$ cat config.mk
export PLATFORM = sky130hd
export DESIGN_NAME = top_k_sorted_keeper
export DESIGN_NICKNAME = d
export VERILOG_FILES = /design/src/hw/rtl/tk_pkg.sv /design/src/hw/rtl/tk_cell.sv /design/src/hw/rtl/top_k_sorted_keeper.sv
export SDC_FILE = /design/constraint.sdc
export NUM_CORES = 2
export LEC_CHECK = 0
export BUFFER_PORTS_ARGS = -buffer_cell sky130_fd_sc_hd__clkbuf_2
export CAP_MARGIN = 15
export CELL_PAD_IN_SITES_DETAIL_PLACEMENT = 0
export CELL_PAD_IN_SITES_GLOBAL_PLACEMENT = 1
export CORE_UTILIZATION = 46
export DETAILED_ROUTE_END_ITERATION = 10
export HOLD_SLACK_MARGIN = 0.02
export PLACE_DENSITY = 0.75
export SLEW_MARGIN = 10
export SYNTH_ARGS = -nofsm -noshare
export SYNTH_HDL_FRONTEND = slang
export SYNTH_SLANG_ARGS = --single-unit
export TNS_END_PERCENT = 5
$ cat constraint.sdc
create_clock -name aclk -period 6.1 [get_ports aclk]
set_input_delay 0.61 -clock aclk [delete_from_list [all_inputs] [get_ports aclk]]
set_output_delay 0.61 -clock aclk [all_outputs]
set_load 0.03 [all_outputs]
$ cat src/hw/rtl/tk_pkg.sv
`timescale 1ns / 1ps

package tk_pkg;

    localparam int KEY_W     = 32;
    localparam int OUT_TAG_W = 16;
    localparam int IDX_IN_W  = 4;
    localparam int CAP_W     = 5;
    localparam int APB_AW    = 3;
    localparam int APB_DW    = 32;

    localparam logic [CAP_W-1:0] CAP_RESET = 5'd16;

    typedef enum logic {
        ACT_INSERT = 1'b0,
        ACT_READ   = 1'b1
    } action_t;

    localparam logic REG_CAPACITY = 1'b0;

    // Broadcast from the top level to every cell for one insert.
    typedef struct packed {
        logic                    insert;
        logic                    full;
        logic signed [KEY_W-1:0] key;
    } tk_ctrl_t;

endpackage

$ cat src/hw/rtl/tk_cell.sv
`timescale 1ns / 1ps

module tk_cell #(
    parameter int TAG_BITS = 16,
    parameter int CNT_W    = 5,
    parameter int INDEX    = 0
) (
    input  logic                            aclk,
    input  tk_pkg::tk_ctrl_t                ctrl,
    input  logic [TAG_BITS-1:0]             new_tag,
    input  logic [CNT_W-1:0]                count,
    input  logic signed [tk_pkg::KEY_W-1:0] prev_key,
    input  logic [TAG_BITS-1:0]             prev_tag,
    input  logic                            prev_less,
    input  logic signed [tk_pkg::KEY_W-1:0] next_key,
    input  logic [TAG_BITS-1:0]             next_tag,
    input  logic                            next_less,
    output logic signed [tk_pkg::KEY_W-1:0] key,
    output logic [TAG_BITS-1:0]             tag,
    output logic                            less,
    output logic signed [tk_pkg::KEY_W-1:0] key_next
);
    import tk_pkg::*;

    logic signed [KEY_W-1:0] key_reg;
    logic [TAG_BITS-1:0]     tag_reg;
    logic [TAG_BITS-1:0]     tag_next;
    logic                    occupied;

    assign occupied = count > CNT_W'(INDEX);
    assign less     = occupied && (key_reg < ctrl.key);
    assign key      = key_reg;
    assign tag      = tag_reg;

    // Not full: entries at or past the insert point move up one cell.
    // Full: entries below the insert point move down, dropping the minimum.
    always_comb begin
        key_next = key_reg;
        tag_next = tag_reg;
        if (!ctrl.full) begin
            if (!less) begin
                if (prev_less) begin
                    key_next = ctrl.key;
                    tag_next = new_tag;
                end else begin
                    key_next = prev_key;
                    tag_next = prev_tag;
                end
            end
        end else if (less) begin
            if (next_less) begin
                key_next = next_key;
                tag_next = next_tag;
            end else begin
                key_next = ctrl.key;
                tag_next = new_tag;
            end
        end
    end

    always_ff @(posedge aclk) begin
        if (ctrl.insert) begin
            key_reg <= key_next;
            tag_reg <= tag_next;
        end
    end

endmodule

$ cat src/hw/rtl/top_k_sorted_keeper.sv
`timescale 1ns / 1ps

// Sorted top-K keeper built as a row of MAX_ENTRIES compare-and-shift cells.
// Entries are held in ascending key order; one transfer is taken per cycle,
// insert or read, and its result appears in the output register on the next
// cycle. Every cell compares its key against the incoming key in parallel and
// moves one step toward or from its neighbor, so every cell updates at once,
// whatever the insert position. A waiting result does not block the
// next transfer while m_ready is high. The capacity register (byte address 0)
// sets how many entries are kept; when full, the smallest is dropped and an
// insert not above the minimum is refused (accepted = 0).
module top_k_sorted_keeper #(
    parameter int MAX_ENTRIES = 16,
    parameter int TAG_BITS    = 16,
    localparam int CNT_W      = $clog2(MAX_ENTRIES + 1)
) (
    input  logic                              aclk,
    input  logic                              aresetn,

    input  logic                              psel,
    input  logic                              penable,
    input  logic                              pwrite,
    input  logic [tk_pkg::APB_AW-1:0]         paddr,
    input  logic [tk_pkg::APB_DW-1:0]         pwdata,
    output logic [tk_pkg::APB_DW-1:0]         prdata,
    output logic                              pready,

    input  logic                              s_valid,
    output logic                              s_ready,
    input  logic                              s_action,
    input  logic signed [tk_pkg::KEY_W-1:0]   s_fitness_key,
    input  logic [tk_pkg::OUT_TAG_W-1:0]      s_entry_tag,
    input  logic [tk_pkg::IDX_IN_W-1:0]       s_read_index,

    output logic                              m_valid,
    input  logic                              m_ready,
    output logic signed [tk_pkg::KEY_W-1:0]   m_read_key,
    output logic [tk_pkg::OUT_TAG_W-1:0]      m_read_tag,
    output logic                              m_read_valid,
    output logic                              m_accepted,
    output logic signed [tk_pkg::KEY_W-1:0]   m_minimum_key,
    output logic [CNT_W-1:0]                  m_occupancy
);
    import tk_pkg::*;

    localparam int CW = (CNT_W > CAP_W) ? CNT_W : CAP_W;
    localparam int IW = (CNT_W > IDX_IN_W) ? CNT_W : IDX_IN_W;
    localparam int TW = (TAG_BITS > OUT_TAG_W) ? TAG_BITS : OUT_TAG_W;

    logic [CAP_W-1:0]        capacity_reg;
    logic [CNT_W-1:0]        count_reg;
    logic [CNT_W-1:0]        count_next;
    logic [CNT_W-1:0]        eff_cap;
    logic [CW-1:0]           cap_wide;
    logic                    cfg_wr;
    logic                    fire;
    logic                    is_read;
    tk_ctrl_t                ctrl;
    logic [TW-1:0]           tag_wide_in;
    logic [TAG_BITS-1:0]     tag_in;

    logic signed [KEY_W-1:0] cell_key      [MAX_ENTRIES];
    logic [TAG_BITS-1:0]     cell_tag      [MAX_ENTRIES];
    logic signed [KEY_W-1:0] cell_key_next [MAX_ENTRIES];
    logic [MAX_ENTRIES-1:0]  cell_less;

    logic signed [KEY_W-1:0] rd_key;
    logic [TAG_BITS-1:0]     rd_tag;
    logic [TW-1:0]           rd_tag_wide;
    logic                    rd_valid;

    logic                    m_valid_reg;
    logic signed [KEY_W-1:0] read_key_reg;
    logic [OUT_TAG_W-1:0]    read_tag_reg;
    logic                    read_valid_reg;
    logic                    accepted_reg;
    logic signed [KEY_W-1:0] minimum_key_reg;
    logic [CNT_W-1:0]        occupancy_reg;

    // Configuration port
    assign pready = 1'b1;
    assign cfg_wr = psel && penable && pwrite;
    assign prdata = (paddr[2] == REG_CAPACITY) ? APB_DW'(capacity_reg) : '0;

    always_ff @(posedge aclk) begin
        if (!aresetn) begin
            capacity_reg <= CAP_RESET;
        end else if (cfg_wr && paddr[2] == REG_CAPACITY) begin
            capacity_reg <= pwdata[CAP_W-1:0];
        end
    end

    // Capacity zero counts as one, anything above the row length saturates.
    assign cap_wide = CW'(capacity_reg);
    always_comb begin
        if (cap_wide == '0) begin
            eff_cap = CNT_W'(1);
        end else if (cap_wide > CW'(MAX_ENTRIES)) begin
            eff_cap = CNT_W'(MAX_ENTRIES);
        end else begin
            eff_cap = cap_wide[CNT_W-1:0];
        end
    end

    assign s_ready = !m_valid_reg || m_ready;
    assign fire    = s_valid && s_ready;
    assign is_read = (s_action == ACT_READ);

    assign tag_wide_in = TW'(s_entry_tag);
    assign tag_in      = tag_wide_in[TAG_BITS-1:0];

    assign ctrl.insert = fire && !is_read;
    assign ctrl.full   = (count_reg >= eff_cap);
    assign ctrl.key    = s_fitness_key;

    // Cell row
    for (genvar i = 0; i < MAX_ENTRIES; i++) begin : g_cell
        logic signed [KEY_W-1:0] p_key;
        logic [TAG_BITS-1:0]     p_tag;
        logic                    p_less;
        logic signed [KEY_W-1:0] n_key;
        logic [TAG_BITS-1:0]     n_tag;
        logic                    n_less;

        if (i == 0) begin : g_first
            assign p_key  = s_fitness_key;
            assign p_tag  = tag_in;
            assign p_less = 1'b1;
        end else begin : g_mid
            assign p_key  = cell_key[i-1];
            assign p_tag  = cell_tag[i-1];
            assign p_less = cell_less[i-1];
        end

        if (i == MAX_ENTRIES - 1) begin : g_last
            assign n_key  = cell_key[i];
            assign n_tag  = cell_tag[i];
            assign n_less = 1'b0;
        end else begin : g_inner
            assign n_key  = cell_key[i+1];
            assign n_tag  = cell_tag[i+1];
            assign n_less = cell_less[i+1];
        end

        tk_cell #(
            .TAG_BITS (TAG_BITS),
            .CNT_W    (CNT_W),
            .INDEX    (i)
        ) u_cell (
            .aclk      (aclk),
            .ctrl      (ctrl),
            .new_tag   (tag_in),
            .count     (count_reg),
            .prev_key  (p_key),
            .prev_tag  (p_tag),
            .prev_less (p_less),
            .next_key  (n_key),
            .next_tag  (n_tag),
            .next_less (n_less),
            .key       (cell_key[i]),
            .tag       (cell_tag[i]),
            .less      (cell_less[i]),
            .key_next  (cell_key_next[i])
        );
    end

    assign count_next = (ctrl.insert && !ctrl.full) ? count_reg + CNT_W'(1) : count_reg;

    always_ff @(posedge aclk) begin
        if (!aresetn) begin
            count_reg <= '0;
        end else begin
            count_reg <= count_next;
        end
    end

    // Read port over the row
    assign rd_valid = IW'(s_read_index) < IW'(count_reg);
    always_comb begin
        rd_key = '0;
        rd_tag = '0;
        for (int i = 0; i < MAX_ENTRIES; i++) begin
            if (IW'(s_read_index) == IW'(i)) begin
                rd_key = cell_key[i];
                rd_tag = cell_tag[i];
            end
        end
    end
    assign rd_tag_wide = TW'(rd_tag);

    // Output register
    always_ff @(posedge aclk) begin
        if (!aresetn) begin
            m_valid_reg <= 1'b0;
        end else if (fire) begin
            m_valid_reg <= 1'b1;
        end else if (m_ready) begin
            m_valid_reg <= 1'b0;
        end
    end

    always_ff @(posedge aclk) begin
        if (fire) begin
            read_valid_reg  <= is_read && rd_valid;
            read_key_reg    <= (is_read && rd_valid) ? rd_key : '0;
            read_tag_reg    <= (is_read && rd_valid) ? rd_tag_wide[OUT_TAG_W-1:0] : '0;
            // refused when full and not above the minimum
            accepted_reg    <= !is_read && (!ctrl.full || cell_less[0]);
            minimum_key_reg <= (count_next == '0) ? '0 :
                               (ctrl.insert ? cell_key_next[0] : cell_key[0]);
            occupancy_reg   <= count_next;
        end
    end

    assign m_valid       = m_valid_reg;
    assign m_read_key    = read_key_reg;
    assign m_read_tag    = read_tag_reg;
    assign m_read_valid  = read_valid_reg;
    assign m_accepted    = accepted_reg;
    assign m_minimum_key = minimum_key_reg;
    assign m_occupancy   = occupancy_reg;

endmodule

==> results.sh <==
export IMPL_crit_path_max_fanout=28
export IMPL_ctsResizeCount=0
export IMPL_cts_hold_buf=0
export IMPL_dpl_instance_area_mm2=0.0642
export IMPL_clk_latency_ps=760
export IMPL_rr_startpoint="count_reg[0]$_SDFF_PN0_"
export IMPL_core_mm2=0.131
export IMPL_arrival_ps=5310
export IMPL_regArea_mm2=0.0256
export IMPL_worstSetupEndpointType="flop"
export IMPL_die_area_mm2=0.134
export IMPL_max_slew_worst_pin_slew_ps=1150
export IMPL_final_nets=6425
export IMPL_viasPerCell=7.40
export IMPL_overflow=0
export IMPL_synth_edf_count=823
export IMPL_yosysSeqAreaShare=0.421
export IMPL_dr_pass1_iters=7
export IMPL_setup_violations_final=0
export IMPL_path_class="in -> reg"
export IMPL_syn_inst=5878
export IMPL_hold_ws_ps=100
export IMPL_clock_skew_ps=24.1
export IMPL_cts_buffers=105
export IMPL_clock_path_buffers=3
export IMPL_synthFlopType="edfxtp_1"
export IMPL_portBuffers=159
export IMPL_place_hpwl_um=188000
export IMPL_drive_above_1_share=0.144
export IMPL_cts_max_level=3
export IMPL_final_cells=7670
export IMPL_grt_antenna_before_repair=9
export IMPL_ant_nets=0
export IMPL_ios=217
export IMPL_die_x_um=366
export IMPL_rows=133
export IMPL_place_inst=7468
export IMPL_start_util=0.463
export IMPL_yosysWarnings=0
export IMPL_fill_cells=11900
export IMPL_finalCriticalPeriod_ps=4700
export IMPL_routed_wl_met2_um=119000
export IMPL_grt_pass1_wl_um=384000
export IMPL_grt_pass1_vias=53400
export IMPL_ir_drop_mv=0.280
export IMPL_maxCapViolCount=0
export IMPL_required_ps=6720
export IMPL_cts_tree="yes"
export IMPL_p_per_area_mw_per_mm2=255
export IMPL_drt_initial_drc_count=7841
export IMPL_finalHoldViolCount=0
export IMPL_cts_setup_buffers=0
export IMPL_syn_area_mm2=0.0608
export IMPL_design_area_mm2=0.0675
export IMPL_yosys_cell_types_count=78
export IMPL_grt_max_degree=100
export IMPL_path_clk_slew_ps=60
export IMPL_dr_wl_met3_um=27600
export IMPL_post_route_period_util=0.770
export IMPL_fin_tns_setup_ps=0
export IMPL_critPathLaunch="s_fitness_key[10]"
export IMPL_rsz0062_at_grt="false"
export IMPL_root_buffer="clkbuf_16"
export IMPL_fmax_mhz=213
export IMPL_ys_async_sr_fraction=0
export IMPL_yosys_register_bits=866
export IMPL_status="completed"
export IMPL_leakage_nw=24.8
export IMPL_hold_path_class="in -> reg"
export IMPL_vias=56700
export IMPL_grt_use_total=0.392
export IMPL_largest_reg_flops=512
export IMPL_multi_input_area_mm2=0.0329
export IMPL_hold_path_startpoint="pwdata[4]"
export IMPL_avgSynthCellArea_um2=10.3
export IMPL_cts_sink_count=866
export IMPL_pre_cts_ws_ps=832
export IMPL_drv_slew=0
export IMPL_areaGrowthSynthToFinish_pct=11.0
export IMPL_route_detailed_drc=0
export IMPL_start_kind="input port"
export IMPL_top_layer="met5"
export IMPL_slew_headroom=0.230
export IMPL_routedWlPerCell_um=35.0
export IMPL_finalWeightedCongestion=0.971
export IMPL_wl_um=268000
export IMPL_die_y_um=366
export IMPL_m1WireLength_um=101000
export IMPL_fin_ws_ps=1400
## per-stage QoR
stage | util | total power, W
3_3_place_gp | 0.489 | 0.0108
3_5_place_dp | 0.489 | 0.0108
2_1_floorplan | - | 0.00953
5_1_grt | 0.514 | 0.0177
4_1_cts | 0.514 | 0.0171
6_report | 0.514 | 0.0172
## synthesized netlist by cell type (49+ instances only)
| library cell | count | share of area |
|---|---|---|
| buf_1 | 56 | 0.0035 |
| a31oi_1 | 52 | 0.0054 |
| nor3_1 | 148 | 0.012 |
| a32oi_1 | 49 | 0.0071 |
| edfxtp_1 | 823 | 0.41 |
| mux2i_1 | 64 | 0.011 |
| clkbuf_1 | 439 | 0.027 |
| a311oi_1 | 49 | 0.0071 |
| buf_2 | 75 | 0.0062 |
| nor2_1 | 225 | 0.014 |
| ha_1 | 510 | 0.10 |
| a21o_1 | 93 | 0.011 |
| o221a_2 | 99 | 0.018 |
| a21oi_1 | 297 | 0.024 |
| a211oi_1 | 89 | 0.011 |
| a221o_1 | 335 | 0.055 |
| nand4b_1 | 49 | 0.0071 |
| o311ai_0 | 95 | 0.014 |
| nand4_1 | 102 | 0.010 |
| nand2b_1 | 80 | 0.0082 |
| o211ai_1 | 71 | 0.0088 |
| o221ai_1 | 112 | 0.016 |
| or4_1 | 51 | 0.0063 |
| mux2_2 | 88 | 0.016 |
| and2_1 | 66 | 0.0068 |
| and3_1 | 242 | 0.025 |
| o21ai_0 | 227 | 0.019 |
| nand2_1 | 306 | 0.019 |
| a22oi_1 | 73 | 0.0090 |
| nand3b_1 | 62 | 0.0077 |
| inv_1 | 120 | 0.0074 |
| nand3_1 | 181 | 0.015 |
| o22ai_1 | 84 | 0.0086 |
## worst paths after layout
check | to | slack (ps) | depth (start not counted)
worst max register to register | g_cell[2].u_cell.tag[14]$_DFFE_PP_ | 1640 | 11
worst min register to register | m_valid$_SDFFE_PN0P_ | 540 | 2
worst max-delay path | g_cell[7].u_cell.key[3]$_DFFE_PP_ | 1400 | 13
worst min-delay path | cap_wide[4]$_SDFFE_PN1P_ | 100 | 3
## report_power, final
group	total [W]	leakage [nW]	switching, W	internal [W]
logic	0.00330	15.1	0.00208	0.00123
clock network	0.00639	1.62	0.00283	0.00356
registers	0.00754	8.09	0.000504	0.00704
total	0.0172	24.8	0.00541	0.0118
## cell families (layout without fill, tap and decap cells)
family                     count (synthesis)  in the layout  share of synthesized area
xor gates and xnor gates                   5              5                   0.000720
muxes                                    160            160                     0.0298
DFF                                      866            866                      0.421
and+or+nand+nor                         1584           1584                      0.139
other                                      2             33                   0.000124
AOI/OAI and AO/OA                       1999           1999                      0.255
buffers and inverters                    752            758                     0.0499
adders and majority gates                510            510                      0.105
## per-layer routing
layer | up-vias | global-route usage
met4 | 14 | 0.257
met3 | 911 | 0.0790
met5 | - | 0
met1 | 28000 | 0.500
li1 | 23900 | -
met2 | 3897 | 0.604
## worst max-delay path, stage by stage
cell      delay (ps)
clkbuf_2         380
clkinv_1         480
buf_4            370
ha_1             320
a21o_1           110
a21oi_1           70
nor2_1           110
o21ai_0          300
and3b_1          330
and3_2           430
o32ai_4         1050
buf_4            470
o221a_2          250
## layout by cell type (no fill, tap or decap), types with 102 or more instances in the layout
cell type    n
buf_4      232
clkbuf_16  106
nand2_1    305
a221o_1    335
inv_1      118
ha_1       510
o221ai_1   111
nor2_1     207
a21oi_1    287
and3_1     240
nor3_1     145
nand4_1    102
nand3_1    178
edfxtp_1   823
o21ai_0    226
clkbuf_2   156
## area by class of cell
| class | instances | share of cell area |
|---|---|---|
| diodes | 5 | 0.000185 |
| clock buffers | 136 | 0.0413 |
| clock inverters | 61 | 0.00812 |
| inverters | 152 | 0.00856 |
| multi-input cells | 4286 | 0.487 |
| flip-flops and latches | 866 | 0.379 |
| well taps | 1755 | 0.0325 |
| repair buffers | 409 | 0.0434 |
Power figures use the tool's default switching activity.
